**src/sv/ulars_pkg.sv**
```systemverilog
// ----------------------------------------------------------------------------
// ulars_pkg: shared types and constants of the UART link ack/retry sequencer
// Word formats of both channels, the event passed from the receive front
// to the sender back, frame kinds, sender steps and register indexes.
// ----------------------------------------------------------------------------
`default_nettype none

package ulars_pkg;

	// Input word: one time-base tick with an optional received byte.
	typedef struct packed {
		logic       byte_valid;
		logic [7:0] byte_value;
		logic       tx_busy;
		logic       send_request;
	} in_word_t;

	// Result word: one per tick.
	typedef struct packed {
		logic       send_frame;
		logic       send_done;
		logic [2:0] frame_kind;
		logic [7:0] frame_length;
	} out_word_t;

	// Kind of a classified frame.
	typedef enum logic [2:0] {
		KIND_NONE  = 3'd0,
		KIND_ACK   = 3'd1,
		KIND_NACK  = 3'd2,
		KIND_NEW   = 3'd3,
		KIND_OTHER = 3'd4
	} kind_t;

	// Steps of the stop-and-wait sender.
	typedef enum logic [2:0] {
		STEP_IDLE  = 3'd0,
		STEP_WAIT  = 3'd1,
		STEP_GUARD = 3'd2,
		STEP_SEND  = 3'd3,
		STEP_DRAIN = 3'd4,
		STEP_REPLY = 3'd5
	} step_t;

	// Event handed from the front to the back for one tick.
	typedef struct packed {
		kind_t      kind;
		logic [7:0] flen;
		logic       receiving;
		logic       tx_busy;
		logic       send_request;
	} link_evt_t;

	// Configuration register indexes.
	localparam logic [1:0] CFG_GAP     = 2'd0;
	localparam logic [1:0] CFG_GUARD   = 2'd1;
	localparam logic [1:0] CFG_TIMEOUT = 2'd2;

	localparam logic [15:0] GAP_RESET     = 16'd300;
	localparam logic [15:0] GUARD_RESET   = 16'd400;
	localparam logic [15:0] TIMEOUT_RESET = 16'd10000;

	// Characters of the reply frames.
	localparam logic [7:0] CHAR_A = 8'h41;
	localparam logic [7:0] CHAR_C = 8'h43;
	localparam logic [7:0] CHAR_K = 8'h4B;
	localparam logic [7:0] CHAR_N = 8'h4E;
	localparam logic [7:0] CHAR_W = 8'h57;

	// Depth of the event queue between front and back.
	localparam int QUEUE_DEPTH = 4;
	localparam int QUEUE_PTR_W = $clog2(QUEUE_DEPTH);

endpackage

`default_nettype wire

```
**src/sv/ulars_front.sv**
```systemverilog
// ----------------------------------------------------------------------------
// ulars_front: receive front end
// Counts received bytes, keeps the first four, runs the idle gap timer and
// classifies a frame once the gap expires. Emits one event word per tick.
// ----------------------------------------------------------------------------
`default_nettype none

module ulars_front #(
	parameter int COUNT_WIDTH = 8,
	parameter int TIMER_WIDTH = 16
) (
	input  wire                  clk,
	input  wire                  arst_n,
	input  wire                  accept,
	input  ulars_pkg::in_word_t  item,
	input  wire [15:0]           gap_ticks,
	output ulars_pkg::link_evt_t evt
);
	import ulars_pkg::*;

	localparam int CMP_W = (TIMER_WIDTH > 16) ? TIMER_WIDTH : 16;
	localparam int EXT_W = COUNT_WIDTH + 8;

	logic [7:0]             head_q [4];
	logic [COUNT_WIDTH-1:0] count_q;
	logic                   receiving_q;
	logic [TIMER_WIDTH-1:0] gap_q;

	logic [TIMER_WIDTH-1:0] gap_next;
	logic                   gap_done;
	kind_t                  kind;
	logic [EXT_W-1:0]       count_ext;
	logic [7:0]             flen_sat;

	// Gap timer advance and expiry test.
	always_comb begin
		gap_next = (gap_q == '1) ? gap_q : gap_q + 1'b1;
		gap_done = (CMP_W'(gap_next) >= CMP_W'(gap_ticks)) || (gap_next == '1);
	end

	// Frame classification from the kept head bytes and the byte count.
	always_comb begin
		if (count_q == COUNT_WIDTH'(3) && head_q[0] == CHAR_A &&
				head_q[1] == CHAR_C && head_q[2] == CHAR_K) begin
			kind = KIND_ACK;
		end else if (count_q == COUNT_WIDTH'(4) && head_q[0] == CHAR_N &&
				head_q[1] == CHAR_A && head_q[2] == CHAR_C && head_q[3] == CHAR_K) begin
			kind = KIND_NACK;
		end else if (count_q > COUNT_WIDTH'(5) && head_q[1] == CHAR_W) begin
			kind = KIND_NEW;
		end else begin
			kind = KIND_OTHER;
		end
	end

	// Frame length saturates at 255.
	always_comb begin
		count_ext = EXT_W'(count_q);
		flen_sat  = (count_ext > EXT_W'(255)) ? 8'hFF : count_ext[7:0];
	end

	// Event word for the back end.
	always_comb begin
		evt.kind         = KIND_NONE;
		evt.flen         = 8'd0;
		evt.receiving    = receiving_q;
		evt.tx_busy      = item.tx_busy;
		evt.send_request = item.send_request;
		if (item.byte_valid) begin
			evt.receiving = 1'b1;
		end else if (receiving_q && gap_done) begin
			evt.kind      = kind;
			evt.flen      = flen_sat;
			evt.receiving = 1'b0;
		end
	end

	// Receiver state update on each accepted word.
	always_ff @(posedge clk or negedge arst_n) begin
		if (!arst_n) begin
			for (int i = 0; i < 4; i++) begin
				head_q[i] <= 8'd0;
			end
			count_q     <= '0;
			receiving_q <= 1'b0;
			gap_q       <= '0;
		end else if (accept) begin
			if (item.byte_valid) begin
				if (count_q < COUNT_WIDTH'(4)) begin
					head_q[count_q[1:0]] <= item.byte_value;
				end
				if (count_q != '1) begin
					count_q <= count_q + 1'b1;
				end
				receiving_q <= 1'b1;
				gap_q       <= '0;
			end else if (receiving_q) begin
				if (gap_done) begin
					count_q     <= '0;
					receiving_q <= 1'b0;
					gap_q       <= '0;
				end else begin
					gap_q <= gap_next;
				end
			end
		end
	end

endmodule

`default_nettype wire

```
**src/sv/ulars_queue.sv**
```systemverilog
// ----------------------------------------------------------------------------
// ulars_queue: event queue between front and back
// A small first-in first-out buffer of event words so that the receive front
// and the sender back can stall independently.
// ----------------------------------------------------------------------------
`default_nettype none

module ulars_queue (
	input  wire                  clk,
	input  wire                  arst_n,
	input  wire                  push,
	input  ulars_pkg::link_evt_t push_evt,
	input  wire                  pop,
	output ulars_pkg::link_evt_t pop_evt,
	output logic                 full,
	output logic                 nonempty
);
	import ulars_pkg::*;

	link_evt_t              slot_q [QUEUE_DEPTH];
	logic [QUEUE_PTR_W-1:0] wr_ptr_q;
	logic [QUEUE_PTR_W-1:0] rd_ptr_q;
	logic [QUEUE_PTR_W:0]   count_q;

	assign full     = (count_q == (QUEUE_PTR_W + 1)'(QUEUE_DEPTH));
	assign nonempty = (count_q != '0);
	assign pop_evt  = slot_q[rd_ptr_q];

	// Slot storage.
	always_ff @(posedge clk) begin
		if (push) begin
			slot_q[wr_ptr_q] <= push_evt;
		end
	end

	// Pointers and fill count.
	always_ff @(posedge clk or negedge arst_n) begin
		if (!arst_n) begin
			wr_ptr_q <= '0;
			rd_ptr_q <= '0;
			count_q  <= '0;
		end else begin
			if (push) begin
				wr_ptr_q <= (wr_ptr_q == QUEUE_PTR_W'(QUEUE_DEPTH - 1)) ? '0 : wr_ptr_q + 1'b1;
			end
			if (pop) begin
				rd_ptr_q <= (rd_ptr_q == QUEUE_PTR_W'(QUEUE_DEPTH - 1)) ? '0 : rd_ptr_q + 1'b1;
			end
			if (push && !pop) begin
				count_q <= count_q + 1'b1;
			end else if (pop && !push) begin
				count_q <= count_q - 1'b1;
			end
		end
	end

endmodule

`default_nettype wire

```
**src/sv/ulars_back.sv**
```systemverilog
// ----------------------------------------------------------------------------
// ulars_back: stop-and-wait sender back end
// Steps the sender once per event word and registers the result word.
// ----------------------------------------------------------------------------
`default_nettype none

module ulars_back #(
	parameter int TIMER_WIDTH = 16
) (
	input  wire                   clk,
	input  wire                   arst_n,
	input  ulars_pkg::link_evt_t  evt,
	input  wire                   evt_ready,
	output logic                  evt_pop,
	input  wire [15:0]            guard_ticks,
	input  wire [15:0]            reply_timeout_ticks,
	output logic                  result_valid,
	input  wire                   result_stall,
	output ulars_pkg::out_word_t  result
);
	import ulars_pkg::*;

	localparam int CMP_W = (TIMER_WIDTH > 16) ? TIMER_WIDTH : 16;

	step_t                  step_q;
	step_t                  step_next;
	logic [TIMER_WIDTH-1:0] timer_q;
	logic [TIMER_WIDTH-1:0] timer_next;
	logic [TIMER_WIDTH-1:0] timer_up;
	logic                   guard_done;
	logic                   reply_done;
	logic                   line_idle;
	logic                   send;
	logic                   done;
	logic                   valid_q;
	out_word_t              result_q;

	// An event is taken when the result register is free or being emptied.
	assign evt_pop      = evt_ready && (!valid_q || !result_stall);
	assign result_valid = valid_q;
	assign result       = result_q;

	// Timer advance and the two expiry tests.
	always_comb begin
		timer_up   = (timer_q == '1) ? timer_q : timer_q + 1'b1;
		guard_done = (CMP_W'(timer_up) >= CMP_W'(guard_ticks)) || (timer_up == '1);
		reply_done = (CMP_W'(timer_up) >= CMP_W'(reply_timeout_ticks)) || (timer_up == '1);
		line_idle  = !evt.tx_busy && !evt.receiving;
	end

	// Next step and timer.
	always_comb begin
		step_next  = step_q;
		timer_next = timer_q;
		if (evt.send_request) begin
			case (step_q)
				STEP_IDLE, STEP_WAIT: begin
					step_next  = line_idle ? STEP_GUARD : STEP_WAIT;
					timer_next = '0;
				end
				STEP_GUARD: begin
					if (guard_done) begin
						step_next  = line_idle ? STEP_SEND : STEP_WAIT;
						timer_next = '0;
					end else begin
						timer_next = timer_up;
					end
				end
				STEP_SEND: begin
					step_next  = STEP_DRAIN;
					timer_next = '0;
				end
				STEP_DRAIN: begin
					if (!evt.tx_busy) begin
						step_next  = STEP_REPLY;
						timer_next = '0;
					end
				end
				STEP_REPLY: begin
					if (evt.kind == KIND_ACK) begin
						step_next  = STEP_IDLE;
						timer_next = '0;
					end else if (evt.kind == KIND_NACK || reply_done) begin
						step_next  = STEP_SEND;
						timer_next = '0;
					end else begin
						timer_next = timer_up;
					end
				end
				default: begin
					step_next  = STEP_IDLE;
					timer_next = '0;
				end
			endcase
		end
	end

	// Sender outputs for this tick.
	always_comb begin
		send = 1'b0;
		done = 1'b0;
		if (evt.send_request) begin
			case (step_q)
				STEP_SEND:  send = 1'b1;
				STEP_REPLY: done = (evt.kind == KIND_ACK);
				default:    ;
			endcase
		end
	end

	// Sender state and result valid.
	always_ff @(posedge clk or negedge arst_n) begin
		if (!arst_n) begin
			step_q  <= STEP_IDLE;
			timer_q <= '0;
			valid_q <= 1'b0;
		end else begin
			if (evt_pop) begin
				step_q  <= step_next;
				timer_q <= timer_next;
				valid_q <= 1'b1;
			end else if (!result_stall) begin
				valid_q <= 1'b0;
			end
		end
	end

	// Result word register.
	always_ff @(posedge clk) begin
		if (evt_pop) begin
			result_q.send_frame   <= send;
			result_q.send_done    <= done;
			result_q.frame_kind   <= evt.kind;
			result_q.frame_length <= evt.flen;
		end
	end

endmodule

`default_nettype wire

```
**src/sv/uart_link_ack_retry_sequencer_core.sv**
```systemverilog
// Stop-and-wait link sequencer for a UART link. Each input word is one
// time-base tick, optionally carrying a received byte, and every word yields
// exactly one result word. A word is taken in every cycle while the event
// queue has room; the receive front and the sender back each complete one
// tick per cycle while the result side does not stall, so the sustained rate
// is one word per cycle. A four-entry event queue between the front and the
// back absorbs stalls on the result side before the input is stalled.
// Registers are to be written through the configuration port only while no
// word is in flight; the block itself does not enforce this.
// ----------------------------------------------------------------------------
// uart_link_ack_retry_sequencer_core: top level
// Receive front, event queue, sender back and configuration registers.
// ----------------------------------------------------------------------------
`default_nettype none

module uart_link_ack_retry_sequencer_core #(
	parameter int COUNT_WIDTH = 8,
	parameter int TIMER_WIDTH = 16
) (
	input  wire                  clk,
	input  wire                  arst_n,
	input  wire                  item_valid,
	output logic                 item_stall,
	input  ulars_pkg::in_word_t  item,
	output logic                 result_valid,
	input  wire                  result_stall,
	output ulars_pkg::out_word_t result,
	input  wire                  cfg_valid,
	output logic                 cfg_ready,
	input  wire [1:0]            cfg_index,
	input  wire [15:0]           cfg_data
);
	import ulars_pkg::*;

	logic [15:0] gap_q;
	logic [15:0] guard_q;
	logic [15:0] timeout_q;
	logic        accept;
	logic        q_full;
	logic        q_nonempty;
	logic        q_pop;
	link_evt_t   front_evt;
	link_evt_t   back_evt;

	assign cfg_ready  = 1'b1;
	assign item_stall = q_full;
	assign accept     = item_valid && !q_full;

	// Configuration registers.
	always_ff @(posedge clk or negedge arst_n) begin
		if (!arst_n) begin
			gap_q     <= GAP_RESET;
			guard_q   <= GUARD_RESET;
			timeout_q <= TIMEOUT_RESET;
		end else if (cfg_valid && cfg_ready) begin
			case (cfg_index)
				CFG_GAP:     gap_q     <= cfg_data;
				CFG_GUARD:   guard_q   <= cfg_data;
				CFG_TIMEOUT: timeout_q <= cfg_data;
				default:     ;
			endcase
		end
	end

	ulars_front #(
		.COUNT_WIDTH (COUNT_WIDTH),
		.TIMER_WIDTH (TIMER_WIDTH)
	) u_front (
		.clk       (clk),
		.arst_n    (arst_n),
		.accept    (accept),
		.item      (item),
		.gap_ticks (gap_q),
		.evt       (front_evt)
	);

	ulars_queue u_queue (
		.clk      (clk),
		.arst_n   (arst_n),
		.push     (accept),
		.push_evt (front_evt),
		.pop      (q_pop),
		.pop_evt  (back_evt),
		.full     (q_full),
		.nonempty (q_nonempty)
	);

	ulars_back #(
		.TIMER_WIDTH (TIMER_WIDTH)
	) u_back (
		.clk                 (clk),
		.arst_n              (arst_n),
		.evt                 (back_evt),
		.evt_ready           (q_nonempty),
		.evt_pop             (q_pop),
		.guard_ticks         (guard_q),
		.reply_timeout_ticks (timeout_q),
		.result_valid        (result_valid),
		.result_stall        (result_stall),
		.result              (result)
	);

	// A transmit order and a completion never fall in the same tick.
	assert property (@(posedge clk) disable iff (!arst_n)
		result_valid |-> !(result.send_frame && result.send_done))
		else $error("send_frame and send_done both set");

	// A tick without a classified frame reports zero length.
	assert property (@(posedge clk) disable iff (!arst_n)
		(result_valid && result.frame_kind == KIND_NONE) |-> (result.frame_length == 8'd0))
		else $error("frame_length set without a frame");

	// A new result only appears after the queue held an event.
	assert property (@(posedge clk) disable iff (!arst_n)
		!q_nonempty |=> !$rose(result_valid))
		else $error("result appeared from an empty queue");

endmodule

`default_nettype wire

```
**config.mk**
```make
export PLATFORM = sky130hd
export DESIGN_NAME = uart_link_ack_retry_sequencer_core
export DESIGN_NICKNAME = d
export VERILOG_FILES = /design/src/sv/ulars_pkg.sv /design/src/sv/ulars_front.sv /design/src/sv/ulars_queue.sv /design/src/sv/ulars_back.sv /design/src/sv/uart_link_ack_retry_sequencer_core.sv
export SDC_FILE = /design/constraint.sdc
export NUM_CORES = 1
export LEC_CHECK = 0
export ABC_CLOCK_PERIOD_IN_PS = 4550
export BUFFER_PORTS_ARGS = -buffer_cell sky130_fd_sc_hd__buf_2
export CAP_MARGIN = 20
export CORE_UTILIZATION = 50
export DETAILED_ROUTE_END_ITERATION = 8
export PLACE_DENSITY = 0.67
export SLEW_MARGIN = 40
export SYNTH_ARGS = -nofsm -noshare
export SYNTH_HDL_FRONTEND = slang
export SYNTH_HIERARCHICAL = 1
export SYNTH_SLANG_ARGS = --single-unit
```
**constraint.sdc**
```tcl
create_clock -name clk -period 4.55 [get_ports clk]
set_input_delay 0 -clock clk [delete_from_list [all_inputs] [get_ports clk]]
set_output_delay 0 -clock clk [all_outputs]
set_load 0.005 [all_outputs]
```
Yosys cells after proc, flatten, opt, wreduce, memory -nomap -nowiden

Memory sizes are Yosys's and may differ from the RTL's.
Cells that the tools add are included.
Widths: inputs -> output; s select.

Add/subtract/negate cells: 7
$lt $le $gt $ge: 7
Equality and inequality tests: 32
Mux-type cells: 42
Bitwise logic cells: 1
Reductions and logical operators: 43

Operators by type and width:

| kind                  | number |
|---|---|
| $mux 16               | 9 |
| $eq 16x16->1 const B  | 4 |
| $eq 8x7->1 const B    | 8 |
| $ge 16x16->1          | 3 |
| $pmux 16 s3           | 1 |
| $mux 8                | 5 |
| $add 16x1->16 const B | 2 |
| $bwmux 32             | 1 |
| $mux 3                | 9 |
| $demux 8 s2           | 1 |
| $logic_and 1x1->1     | 15 |
| $pmux 3 s5            | 1 |
| $mux 12               | 1 |
| $mux 11               | 1 |
| $reduce_and 2->1      | 5 |
| $eq 3x2->1 const B    | 3 |
| $eq 3x3->1 const B    | 3 |
| $mux 1                | 9 |
| $add 8x1->8 const B   | 1 |
| $eq 8x2->1 const B    | 1 |
| $eq 8x3->1 const B    | 1 |
| $gt 8x3->1 const B    | 1 |
| $lt 8x3->1 const B    | 1 |
| $mux 2                | 4 |
| other kinds (23)      | 42 |

Bits in registers: 145
Bits in writable memories: 56
Bits of input ports: 34
Word-level logic and storage cells: 153
Memories kept: 1

Memories:

| name           | depth | bits a word | read ports | clocked after memory_dff | wr ports | line              | RTL |
|---|---|---|---|---|---|---|---|
| u_queue.slot_q | 4     | 14          | 1          | 0                        | 1        | ulars_queue.sv:20 | `link_evt_t slot_q [QUEUE_DEPTH];` |

Depth between registers and ports, before layout

Gate-level depths: netlist of the first run.

Depth in word-level cells: 9
Depth in mapped cells: 18
Depth with buffers taken out: 16

Modules after synthesis

The synthesis of the first run kept the hierarchy.

Modules (own cells, without submodules):

| module                             | instances | cells an instance | area an instance (µm²) | sequential area each (µm²) |
|---|---|---|---|---|
| ulars_front                        | 1         | 396               | 3,713.6                | 1,426.4 |
| ulars_back                         | 1         | 297               | 2,621.3                | 890.9 |
| ulars_queue                        | 1         | 110               | 2,469.9                | 1,856.8 |
| uart_link_ack_retry_sequencer_core | 1         | 105               | 1,848.0                | 1,216.2 |

Worst setup path before layout of the first run

No wires, ideal clock.

Path type: reg2reg
From: register u_front.gap_q[0]
To: memory u_queue/slot_q[0][11] (netlist name) (data pin)
Data arrival time: 3,283 ps
Path slack: 1,004 ps
Cell stages (with the launch flop): 19
Cells stage by stage: dfrtp_1 > ha_1 > nand3_2 > nor3_4 > and2_0 > clkbuf_1 > nor2_1 > and3_1 > xnor2_1 > inv_1 > ha_1 > a21oi_1 > nor2b_1 > o211ai_1 > a21oi_1 > a211oi_2 > a21oi_2 > buf_4 > and2b_1

RTL lines:

| element                | line               | RTL |
|---|---|---|
| from (decl)            | ulars_front.sv:27  | `logic [TIMER_WIDTH-1:0] gap_q;` |
| from (signal assigned) | ulars_front.sv:103 | `gap_q <= gap_next;` |
| to (decl)              | ulars_queue.sv:20  |  |

Worst setup path in the final report of the first run

From: register u_front.gap_q[0]
To: register u_front.gap_q[10]

Cells in the longest elaborated chain, start to end: 7
Elaborated cells between the ends (all ways): 9
Those cells by class: add/sub (1); order compare (1); eq/ne (2); mux (4); reduce/logical (1)

RTL lines:

| element                                       | line              | RTL |
|---|---|---|
| $add 16x1->16 or $eq 16x16->1 (tied branches) | ulars_front.sv:37 | `gap_next = (gap_q == '1) ? gap_q : gap_q + 1'b1;` |
| $mux 16 (*)                                   | ulars_front.sv:37 |  |
| $ge 16x16->1 or $eq 16x16->1 (tied branches)  | ulars_front.sv:38 | `gap_done = (CMP_W'(gap_next) >= CMP_W'(gap_ticks)) \|\| (gap_next == '1);` |
| $logic_or 1x1->1                              | ulars_front.sv:38 |  |
| $mux 16 (*)                                   | ulars_front.sv:98 | `if (gap_done) begin` |
| $mux 16 (*)                                   | ulars_front.sv:97 | `end else if (receiving_q) begin` |
| $mux 16 (*)                                   | ulars_front.sv:88 | `if (item.byte_valid) begin` |

Every way passes the cells marked *; elsewhere a longest branch is shown, timed or not. The select of a mux whose other input is x is not followed.
A chain may end at the register's enable or synchronous reset.

==> metrics.txt, run 1 <==
Psw 1.78 mW; Area Growth Syn to Fin 14.8%; WS Path Type register to register; P_int 4.23 mW; CP Capture Type register; nets 1079; die span in x 148 µm; worst-case clock buffer depth 3; Yosys reg bits 201; Worst Setup Start Kind register; Syn Nets 1003; slowest CP cell dfrtp_1; Avg WL per Cell 17.1 µm; max-slew violations 0; TritonCTS Buffers 23; switching share of power 29.6%; CTS tree built; Final Core Density 58.3%; final std cells w/o fill 1276; later-pin clock latency in the skew report 0.51 ns; Slew @ Worst Pin 0.785 ns; EDFF count, synth 69; dpl cells 1199; Total Routing Usage GR 20.6%; largest net degree at the start of global routing 90; mean post-synth cell area 11.7 µm²; PD cells 491 nW/µm²; H-tree Lvls 1; Crit path max-delay family simple AND/OR/NAND/NOR gates; die height 148 µm; Worst Path Max Fanout 22; global placement routability congestion 0.832; unique cell type count in the Yosys netlist 81; total global routing overflow 0; commonest cells after routing, fill and taps aside dfrtp_1 (120), mux2_2 (86), nand2_1 (83); Antenna Cells 0; Arr. time, crit path 4.53 ns; Slew Limit Headroom 47.6%; post-synthesis sequential area ratio 50.6%; Syn Inst Count 908; # port buffers 48; Setup Skew 0.0124 ns; share of layout cells above drive strength 1 23.4%; I/O pin total 50; Yosys top cell area share 28.2%; via count 7127; Die Area 21900 µm²; Hold Crit Class input pin to register; Detailed Route WL 21800 µm; Final Hold Fails 0; origin of the critical flop-to-flop path u_front/gap_q[0]; DRC 0; Post-synth top flop dfrtp_1; asr flop ratio synth 65.7%; Site Rows 53; leakage 5.29 nW; Initial Util 50.8%; unrepaired setup endpoints after global routing false; clock root buffer clkbuf_16; Setup violations, final 0; Fmax 243 MHz; crit-path max cell delay 0.57 ns; crit path time final 4.11 ns; VDD IR max 357 µV; number of global-route vias before repair 7125; PnR Total Power 6.00 mW; Setup crit start u_front/gap_q[0]; Std-Cell Core Area 21000 µm²; initial antenna violation count 0; CTS clk-pin slew, worst paths 0.06 ns; Critical Path RT 4.97 ns; HPWL Detailed 15000 µm; most common cell after layout, fill and taps aside dfrtp_1; Final Cycle Share 90.4%; final hold slack 0.0229 ns; Comb pwr share 23.8%; Netlist Area Pre-Place 10700 µm²; synth top area cells dfrtp_1 (28%), edfxtp_1 (19%), mux2_2 (9.1%), ha_1 (7.0%), dfstp_2 (3.0%); clock power share 31.1%; CTS Sinks 201; DR pass1 iterations 5; CP Cell Sequence ha_1 -> nand3_2 -> nor3_4 -> and2_0 -> nor2_1 -> and3_1 -> xnor2_1 -> inv_1 -> ha_1 -> a21oi_1 -> nor2b_1 -> o211ai_1 -> a21oi_1 -> a211oi_2 -> buf_4 -> nand3_4 -> o31ai_1; Max-Cap Viols 0; synth warn 6; status completed; Routed Antenna Nets 0; hold_sp item_valid; Worst Path Buf+Inv 2; Vias/cell 5.59; setup tns final 0 ns; DR iter-0 viols 403; Yosys top cell by area dfrtp_1; first-pass GRT wire length 36500 µm; Sequential Power Share 45.1%
==> through the flow <==
| stage | worst slack, ns | instance area, µm² |
|---|---|---|
| CTS | 0.205 | 12200 |
| floorplan | 1.00 | 10700 |
| detailed placement | 0.244 | 11100 |
| global placement | 0.367 | 11100 |
| global route | 0.0657 | 12200 |
| finish | 0.439 | 12200 |
==> routing by layer <==
metal,track usage (%),vias to the layer above,part of all wire (%)
li1,-,3471,-
met1,29.2,3487,47
met2,33.8,137,48
met3,2.56,32,3.5
met4,5.21,0,1.7
met5,0,-,0
==> cell type report <==
class / count / area, µm²
fill: 1754 / 8730
sequential: 201 / 5390
multi-input combinational: 596 / 4770
timing repair buffer: 94 / 682
clock buffer: 32 / 669
tap: 275 / 344
inverter: 68 / 255
clock inverter: 10 / 115
==> timing repair <==
action | CTS | global route
gates resized for setup | 0 | 1
endpoints found under the hold margin | 173 | 0
hold buffers | 35 | 0
setup buffers | 0 | 0
setup endpoints to repair | 0 | 22
==> cell families after synthesis <==
kind of cell / after synthesis / share of synthesized area [%]
AOI/OAI and AO/OA: 146 / 9.00
xor gates and xnor gates: 21 / 1.73
adders and majority gates: 61 / 7.24
buffers and inverters: 111 / 4.82
DFF: 201 / 50.6
muxes: 104 / 12.6
other: 1 / 0.0352
and+or+nand+nor: 263 / 14.0
==> final timing paths <==
kind,to,depth (start not counted),slack [ns]
max,u_front/gap_q[10],17,0.44
max in group asynchronous,u_back/result_valid,3,3.38
min,u_queue/wr_ptr_q[1],4,0.02
min in group asynchronous,u_back/timer_q[4],2,0.10
max reg2reg,u_front/gap_q[10],17,0.44
min reg2reg,u_queue/count_q[2],1,0.49
==> power groups by stage <==
stage                     clock, mW  sequential (mW)  combinational, mW
after floorplan                   0             2.58               1.15
after global placement            0             2.72               1.37
after detailed placement          0             2.74               1.41
after CTS                      1.91             2.71               1.45
after global routing           1.98             2.77               1.61
final                          1.87             2.70               1.43
==> synthesized netlist by cell type (all sizes together), types with 5 or more instances <==
cell      n
nor2b     9
nor3      9
nor2     34
a41oi     9
mux4     14
o21a      5
inv      68
and2     19
a22o      5
o21ai    45
dfrtp   120
and3     16
a31oi    10
nand3b    5
mux2     86
xor2      9
clkbuf   18
buf      25
edfxtp   69
a21oi    28
dfstp    12
nand3    30
nand4    15
nor4     15
nand2    83
o31ai     9
ha       60
a211oi    8
xnor2    12
==> sequential cells by signal, summed over array words and instances (netlist names) <==
name	cells
gap_q	16
guard_q	16
timeout_q	16
u_back/result	13
u_back/result_valid	1
u_back/step_q	3
u_back/timer_q	16
u_front/count_q	8
u_front/gap_q	16
u_front/head_q	32
u_front/receiving_q	1
u_queue/count_q	3
u_queue/rd_ptr_q	2
u_queue/slot_q	56
u_queue/wr_ptr_q	2
==> worst reg2reg max path: stages, from the launching register on <==
cell and delay, ns:
dfrtp_1 0.57, ha_1 0.35, nand3_2 0.23, nor3_4 0.31, and2_0 0.33, nor2_1 0.10, and3_1 0.20, xnor2_1 0.17
inv_1 0.06, ha_1 0.29, a21oi_1 0.15, nor2b_1 0.06, o211ai_1 0.16, a21oi_1 0.10, a211oi_2 0.16, buf_4 0.18
nand3_4 0.27, o31ai_1 0.33
Power figures use the tool's default switching activity.
==> run 2: changes to the inputs <==
--- a/config.mk
+++ b/config.mk
@@ -5,11 +5,12 @@
 export SDC_FILE = /design/constraint.sdc
 export NUM_CORES = 1
 export LEC_CHECK = 0
-export ABC_CLOCK_PERIOD_IN_PS = 4550
+export ABC_CLOCK_PERIOD_IN_PS = 4700
 export BUFFER_PORTS_ARGS = -buffer_cell sky130_fd_sc_hd__buf_2
 export CAP_MARGIN = 20
 export CORE_UTILIZATION = 50
 export DETAILED_ROUTE_END_ITERATION = 8
+export MAX_ROUTING_LAYER = met4
 export PLACE_DENSITY = 0.67
 export SLEW_MARGIN = 40
 export SYNTH_ARGS = -nofsm -noshare
==> constraint.sdc (replaced) <==
create_clock -name clk -period 4.7 [get_ports clk]
set_input_delay 0 -clock clk [delete_from_list [all_inputs] [get_ports clk]]
set_output_delay 0 -clock clk [all_outputs]
set_load 0.005 [all_outputs]
==> metrics.txt, run 2 (synthesized netlist as in run 1, its figures left out) <==
post-CTS setup buffer count 0 (unchanged); most common cell after layout, fill and taps aside dfrtp_1 (unchanged); commonest cells after routing, fill and taps aside dfrtp_1 (120), mux2_2 (86), nand2_1 (83) (unchanged); Fmax 236 MHz (was 243 MHz); Detailed Route WL 22000 µm (was 21800 µm); Setup Slack @ Placement 0.460 ns (was 0.244 ns); Sequential Power Share 45.8% (was 45.1%); Die Area 21900 µm² (unchanged); clock power share 30.1% (was 31.1%); Worst Setup Start Kind register (unchanged); Largest regs u_queue/slot_q x56, u_front/head_q x32 (unchanged); leakage 5.23 nW (was 5.29 nW); clock root buffer clkbuf_16 (unchanged); DR pass1 iterations 5 (unchanged); DR iter-0 viols 377 (was 403); Hold Crit Class input pin to register (unchanged); max-slew violations 0 (unchanged); Final Hold Fails 0 (unchanged); nets 1074 (was 1079); die span in x 148 µm (unchanged); Worst Path Max Fanout 22 (unchanged); VDD IR max 350 µV (was 357 µV); Final Cycle Share 90.3% (was 90.4%); TritonCTS Buffers 23 (unchanged); Setup violations, final 0 (unchanged); Site Rows 53 (unchanged); Vias/cell 5.62 (was 5.59); unrepaired setup endpoints after global routing false (unchanged); later-pin clock latency in the skew report 0.52 ns (was 0.51 ns); CTS tree built (unchanged); CTS clk-pin slew, worst paths 0.06 ns (about the same); share of layout cells above drive strength 1 22.5% (was 23.4%); PD cells 473 nW/µm² (was 491 nW/µm²); Final Core Density 57.9% (was 58.3%); CTS Sinks 201 (unchanged); Area Growth Syn to Fin 13.9% (was 14.8%); Antenna Cells 0 (unchanged); setup tns final 0 ns (unchanged); worst-case clock buffer depth 3 (unchanged); Most flops, register u_queue/slot_q (unchanged); # port buffers 48 (unchanged); H-tree Lvls 1 (unchanged); number of flip-flops in the largest register 56 (unchanged); HPWL Detailed 15000 µm (about the same); Std-Cell Core Area 21000 µm² (unchanged); Total Routing Usage GR 21.4% (was 20.6%); initial antenna violation count 0 (unchanged); WS Path Type register to register (unchanged); P_int 4.01 mW (was 4.23 mW); Comb pwr share 24.1% (was 23.8%); status completed (unchanged); switching share of power 30.2% (was 29.6%); via count 7137 (was 7127); total global routing overflow 0 (unchanged); Psw 1.73 mW (was 1.78 mW); crit path time final 4.24 ns (was 4.11 ns); Max-Cap Viols 0 (unchanged); CP Capture Type register (unchanged); first-pass GRT wire length 36700 µm (was 36500 µm); Routed Antenna Nets 0 (unchanged); I/O pin total 50 (unchanged); Slew @ Worst Pin 0.752 ns (was 0.785 ns); Initial Util 50.8% (unchanged); Arr. time, crit path 4.65 ns (was 4.53 ns); global placement routability congestion 0.901 (was 0.832); DRC 0 (unchanged); number of global-route vias before repair 7158 (was 7125); largest net degree at the start of global routing 96 (was 90); Slew Limit Headroom 49.9% (was 47.6%); die height 148 µm (unchanged); Setup Skew 0.0111 ns (was 0.0124 ns); Avg WL per Cell 17.3 µm (was 17.1 µm); PnR Total Power 5.74 mW (was 6.00 mW); Critical Path RT 5.11 ns (was 4.97 ns); setup slack after layout 0.457 ns (was 0.439 ns)
==> run 2: changes by cell type in the layout (fill, tap and decap cells not counted) <==
cell,delta
buf_4,-3
buf_8,+1
bufinv_16,-1
clkbuf_1,+3
clkbuf_8,-3
clkinv_1,+4
clkinv_2,-5
dlygate4sd3_1,-2
inv_6,+1
nand3_2,+1
nand3_4,-1
==> run 2: final timing paths <==
path / from / end / slack [ns] / cells after the start
max in group asynchronous: arst_n / guard_q[7] / 3.59 / 3
min reg2reg: u_queue/count_q[2] / u_queue/count_q[2] / 0.50 / 1
max reg2reg: u_front/gap_q[0] / u_front/gap_q[4] / 0.46 / 16
max: u_front/gap_q[0] / u_front/gap_q[4] / 0.46 / 16
min: item_valid / u_queue/wr_ptr_q[0] / 0.02 / 4
min in group asynchronous: arst_n / u_back/timer_q[2] / 0.06 / 2
==> run 2: repair_timing <==
item,4_1_cts,5_1_grt
hold endpoints to repair,189,0
resized for setup,0,0
hold buffers,33,0
==> run 2: cell type report <==
type	count	area [µm²]
clock buffer	33	653
sequential	201	5390
clock inverter	9	83.8
fill	1751	8830
multi-input combinational	596	4760
tap	275	344
inverter	68	255
timing repair buffer	89	641
==> run 2: critical path, cell delays in order (launching register included) <==
cell and delay [ns]:
dfrtp_1 0.57, ha_1 0.35, nand3_2 0.22, nor3_4 0.30, and2_0 0.32, nor2_1 0.10, and3_1 0.20, xnor2_1 0.17
inv_1 0.06, ha_1 0.29, a21oi_1 0.15, nor2b_1 0.06, o211ai_1 0.16, a21oi_1 0.10, a211oi_2 0.22, nand3_2 0.46
o31ai_1 0.40
==> run 2: stage by stage <==
step	hold slack (ns)	cells	instance area (µm²)
2_1_floorplan	-0.296	908	10700
3_3_place_gp	0.152	1196	11000
3_5_place_dp	0.0618	1196	11100
4_1_cts	0.00440	1271	12100
5_1_grt	0.0271	1271	12100
6_report	0.0188	1271	12100
==> run 2: metal layers <==
| metal | share of wire [%] | track usage, % | vias up |
|---|---|---|---|
| met2 | 46 | 33.1 | 165 |
| met3 | 4.6 | 2.84 | 38 |
| met1 | 47 | 29.5 | 3485 |
| li1 | - | - | 3449 |
| met4 | 2.3 | 6.39 | 0 |
| met5 | 0 | - | - |
==> run 2: power groups by stage <==
stage | clock network, mW | logic [mW] | registers (mW)
3_3_place_gp | 0 | 1.33 | 2.64
6_report | 1.73 | 1.38 | 2.63
5_1_grt | 1.84 | 1.54 | 2.69
3_5_place_dp | 0 | 1.36 | 2.66
4_1_cts | 1.77 | 1.40 | 2.63
2_1_floorplan | 0 | 1.11 | 2.50
==> run 3: changes to the inputs <==
--- a/config.mk
+++ b/config.mk
@@ -7,7 +7,7 @@
 export LEC_CHECK = 0
 export ABC_CLOCK_PERIOD_IN_PS = 4700
 export BUFFER_PORTS_ARGS = -buffer_cell sky130_fd_sc_hd__buf_2
-export CAP_MARGIN = 20
+export CORE_ASPECT_RATIO = 0.5
 export CORE_UTILIZATION = 50
 export DETAILED_ROUTE_END_ITERATION = 8
 export MAX_ROUTING_LAYER = met4
==> metrics.txt, run 3 (synthesized netlist as in run 1, its figures left out) <==
status completed (unchanged); die height 105 µm (was 148 µm); I/O pin total 50 (unchanged); Setup violations, final 0 (unchanged); TritonCTS Buffers 19 (was 23); Final Cycle Share 90.3% (about the same); later-pin clock latency in the skew report 0.51 ns (was 0.52 ns); share of layout cells above drive strength 1 22.7% (was 22.5%); DR pass1 iterations 5 (unchanged); Vias/cell 5.71 (was 5.62); CTS Sinks 201 (unchanged); Critical Path RT 4.94 ns (was 5.11 ns); DRC 0 (unchanged); Register-to-Register Path Depth 17 (was 16); CTS tree built (unchanged); crit path time final 4.24 ns (about the same); WS Path Type register to register (unchanged); # port buffers 48 (unchanged); Final Hold Fails 0 (unchanged); Site Rows 37 (was 53); flop2flop setup slack 0.46 ns (about the same); Area Growth Syn to Fin 12.4% (was 13.9%); gr busiest metal met2 (unchanged); Setup Skew 0.0171 ns (was 0.0111 ns); origin of the critical flop-to-flop path u_front/gap_q[0] (unchanged); Routed Antenna Nets 0 (unchanged); switching share of power 31.3% (was 30.2%); first-pass GRT wire length 38300 µm (was 36700 µm); worst setup path end u_queue/slot_q[1][9] (was u_front/gap_q[4]); PD cells 461 nW/µm² (was 473 nW/µm²); clock power share 27.2% (was 30.1%); Slew @ Worst Pin 0.814 ns (was 0.752 ns); worst-case clock buffer depth 3 (unchanged); filler cell count 1715 (was 1751); Psw 1.73 mW (about the same); Fmax 236 MHz (about the same); R2R Path End u_queue/slot_q[1][9] (was u_front/gap_q[4]); largest net degree at the start of global routing 83 (was 96); global placement routability congestion 0.890 (was 0.901); final hold slack 0.0487 ns (was 0.0188 ns); Most flops, register u_queue/slot_q (unchanged); met3 Use GR 3.90% (was 2.84%); total global routing overflow 0 (unchanged); P_int 3.79 mW (was 4.01 mW); Arr. time, crit path 4.49 ns (was 4.65 ns); DR iter-0 viols 608 (was 377); dpl cells 1193 (was 1196); number of flip-flops in the largest register 56 (unchanged); Die Area 21900 µm² (about the same); Total Routing Usage GR 22.6% (was 21.4%); initial antenna violation count 0 (unchanged); Worst Setup Start Kind register (unchanged); met2 GRT Util 35.5% (was 33.1%); CP Capture Type register (unchanged); H-tree Lvls 1 (unchanged); final std cells w/o fill 1259 (was 1271); Sequential Power Share 47.6% (was 45.8%); CTS clk-pin slew, worst paths 0.07 ns (was 0.06 ns); number of global-route vias before repair 7362 (was 7158); clock root buffer clkbuf_16 (unchanged); Avg WL per Cell 18.3 µm (was 17.3 µm); Initial Util 51.5% (was 50.8%); Setup crit start u_front/gap_q[0] (unchanged); via count 7187 (was 7137); Max-Cap Viols 0 (unchanged); Detailed Route WL 23000 µm (was 22000 µm); Largest regs u_queue/slot_q x56, u_front/head_q x32 (unchanged); max-slew violations 0 (unchanged); unrepaired setup endpoints after global routing false (unchanged); most common cell after layout, fill and taps aside dfrtp_1 (unchanged); Antenna Cells 0 (unchanged); setup tns final 0 ns (unchanged); nets 1068 (was 1074); met1 Use GR 31.3% (was 29.5%); VDD IR max 328 µV (was 350 µV); Comb pwr share 25.3% (was 24.1%); commonest cells after routing, fill and taps aside dfrtp_1 (120), mux2_2 (86), nand2_1 (83) (unchanged); leakage 5.14 nW (was 5.23 nW); Slew Limit Headroom 45.6% (was 49.9%); Std-Cell Core Area 20700 µm² (was 21000 µm²); die span in x 208 µm (was 148 µm); HPWL Detailed 15900 µm (was 15000 µm); Hold Crit Class input pin to register (unchanged); Worst Path Max Fanout 12 (was 22)
run 3: timing repair:
item	4_1_cts	5_1_grt
hold buffers	29	2
setup buffers	0	0
endpoints found under the setup margin	0	1
hold endpoints to repair	168	3
resized for setup	0	1
run 3: final cells by class:
class | instances | area (µm²) | share of cell area, %
Sequential cell | 201 | 5390 | 45.0
Multi-Input combinational cell | 596 | 4770 | 39.9
Timing Repair Buffer | 87 | 619 | 5.17
Clock buffer | 23 | 500 | 4.18
Tap cell | 273 | 342 | 2.85
Inverter | 68 | 255 | 2.13
Clock inverter | 11 | 91.3 | 0.763
run 3: how the worst min path moves through the flow:
stage	cells after the start	slack, ns	from	to
6_report	4	0.05	item_valid	u_queue/wr_ptr_q[1]
5_1_grt	4	0.07	item_valid	u_front/receiving_q
4_1_cts	3	0.01	cfg_index[0]	gap_q[14]
3_5_place_dp	1	0.12	arst_n	u_back/timer_q[8]
3_3_place_gp	1	0.11	arst_n	u_back/timer_q[8]
2_1_floorplan	0	-0.30	arst_n	gap_q[0]
run 3: power groups by stage:
stage	Combinational [mW]	Sequential [mW]	Clock [mW]
global placement	1.33	2.64	0
CTS	1.41	2.63	1.54
finish	1.40	2.63	1.50
detailed placement	1.38	2.65	0
global route	1.56	2.69	1.60
floorplan	1.11	2.50	0
run 3: per-layer routing:
| metal | wire length, µm | part of all wire, % |
|---|---|---|
| met1 | 11000 | 48 |
| met2 | 10600 | 46 |
| met3 | 1060 | 4.6 |
| met4 | 352 | 1.5 |
| met5 | 0 | 0 |
run 3: worst max-delay path, cell delays in order, from the launching register on:
cell,delay [ns]
dfrtp_1,0.56
ha_1,0.35
nand3_2,0.25
nor3_4,0.30
and2_0,0.33
nor2_1,0.11
and3_1,0.20
xnor2_1,0.18
inv_1,0.06
ha_1,0.29
a21oi_1,0.15
nor2b_1,0.06
o211ai_1,0.15
a21oi_1,0.10
a211oi_2,0.31
buf_4,0.21
a21oi_2,0.14
and2_1,0.24
run 3: per-stage QoR:
step | total power, mW | worst slack [ns] | instance area (µm²) | util (%)
6_report | 5.52 | 0.457 | 12000 | 57.8
5_1_grt | 5.85 | 0.0843 | 12000 | 57.8
4_1_cts | 5.57 | 0.393 | 11900 | 57.7
3_5_place_dp | 4.03 | 0.450 | 11000 | 53.4
3_3_place_gp | 3.97 | 0.556 | 11000 | 53.3
2_1_floorplan | 3.61 | 1.15 | 10700 | -
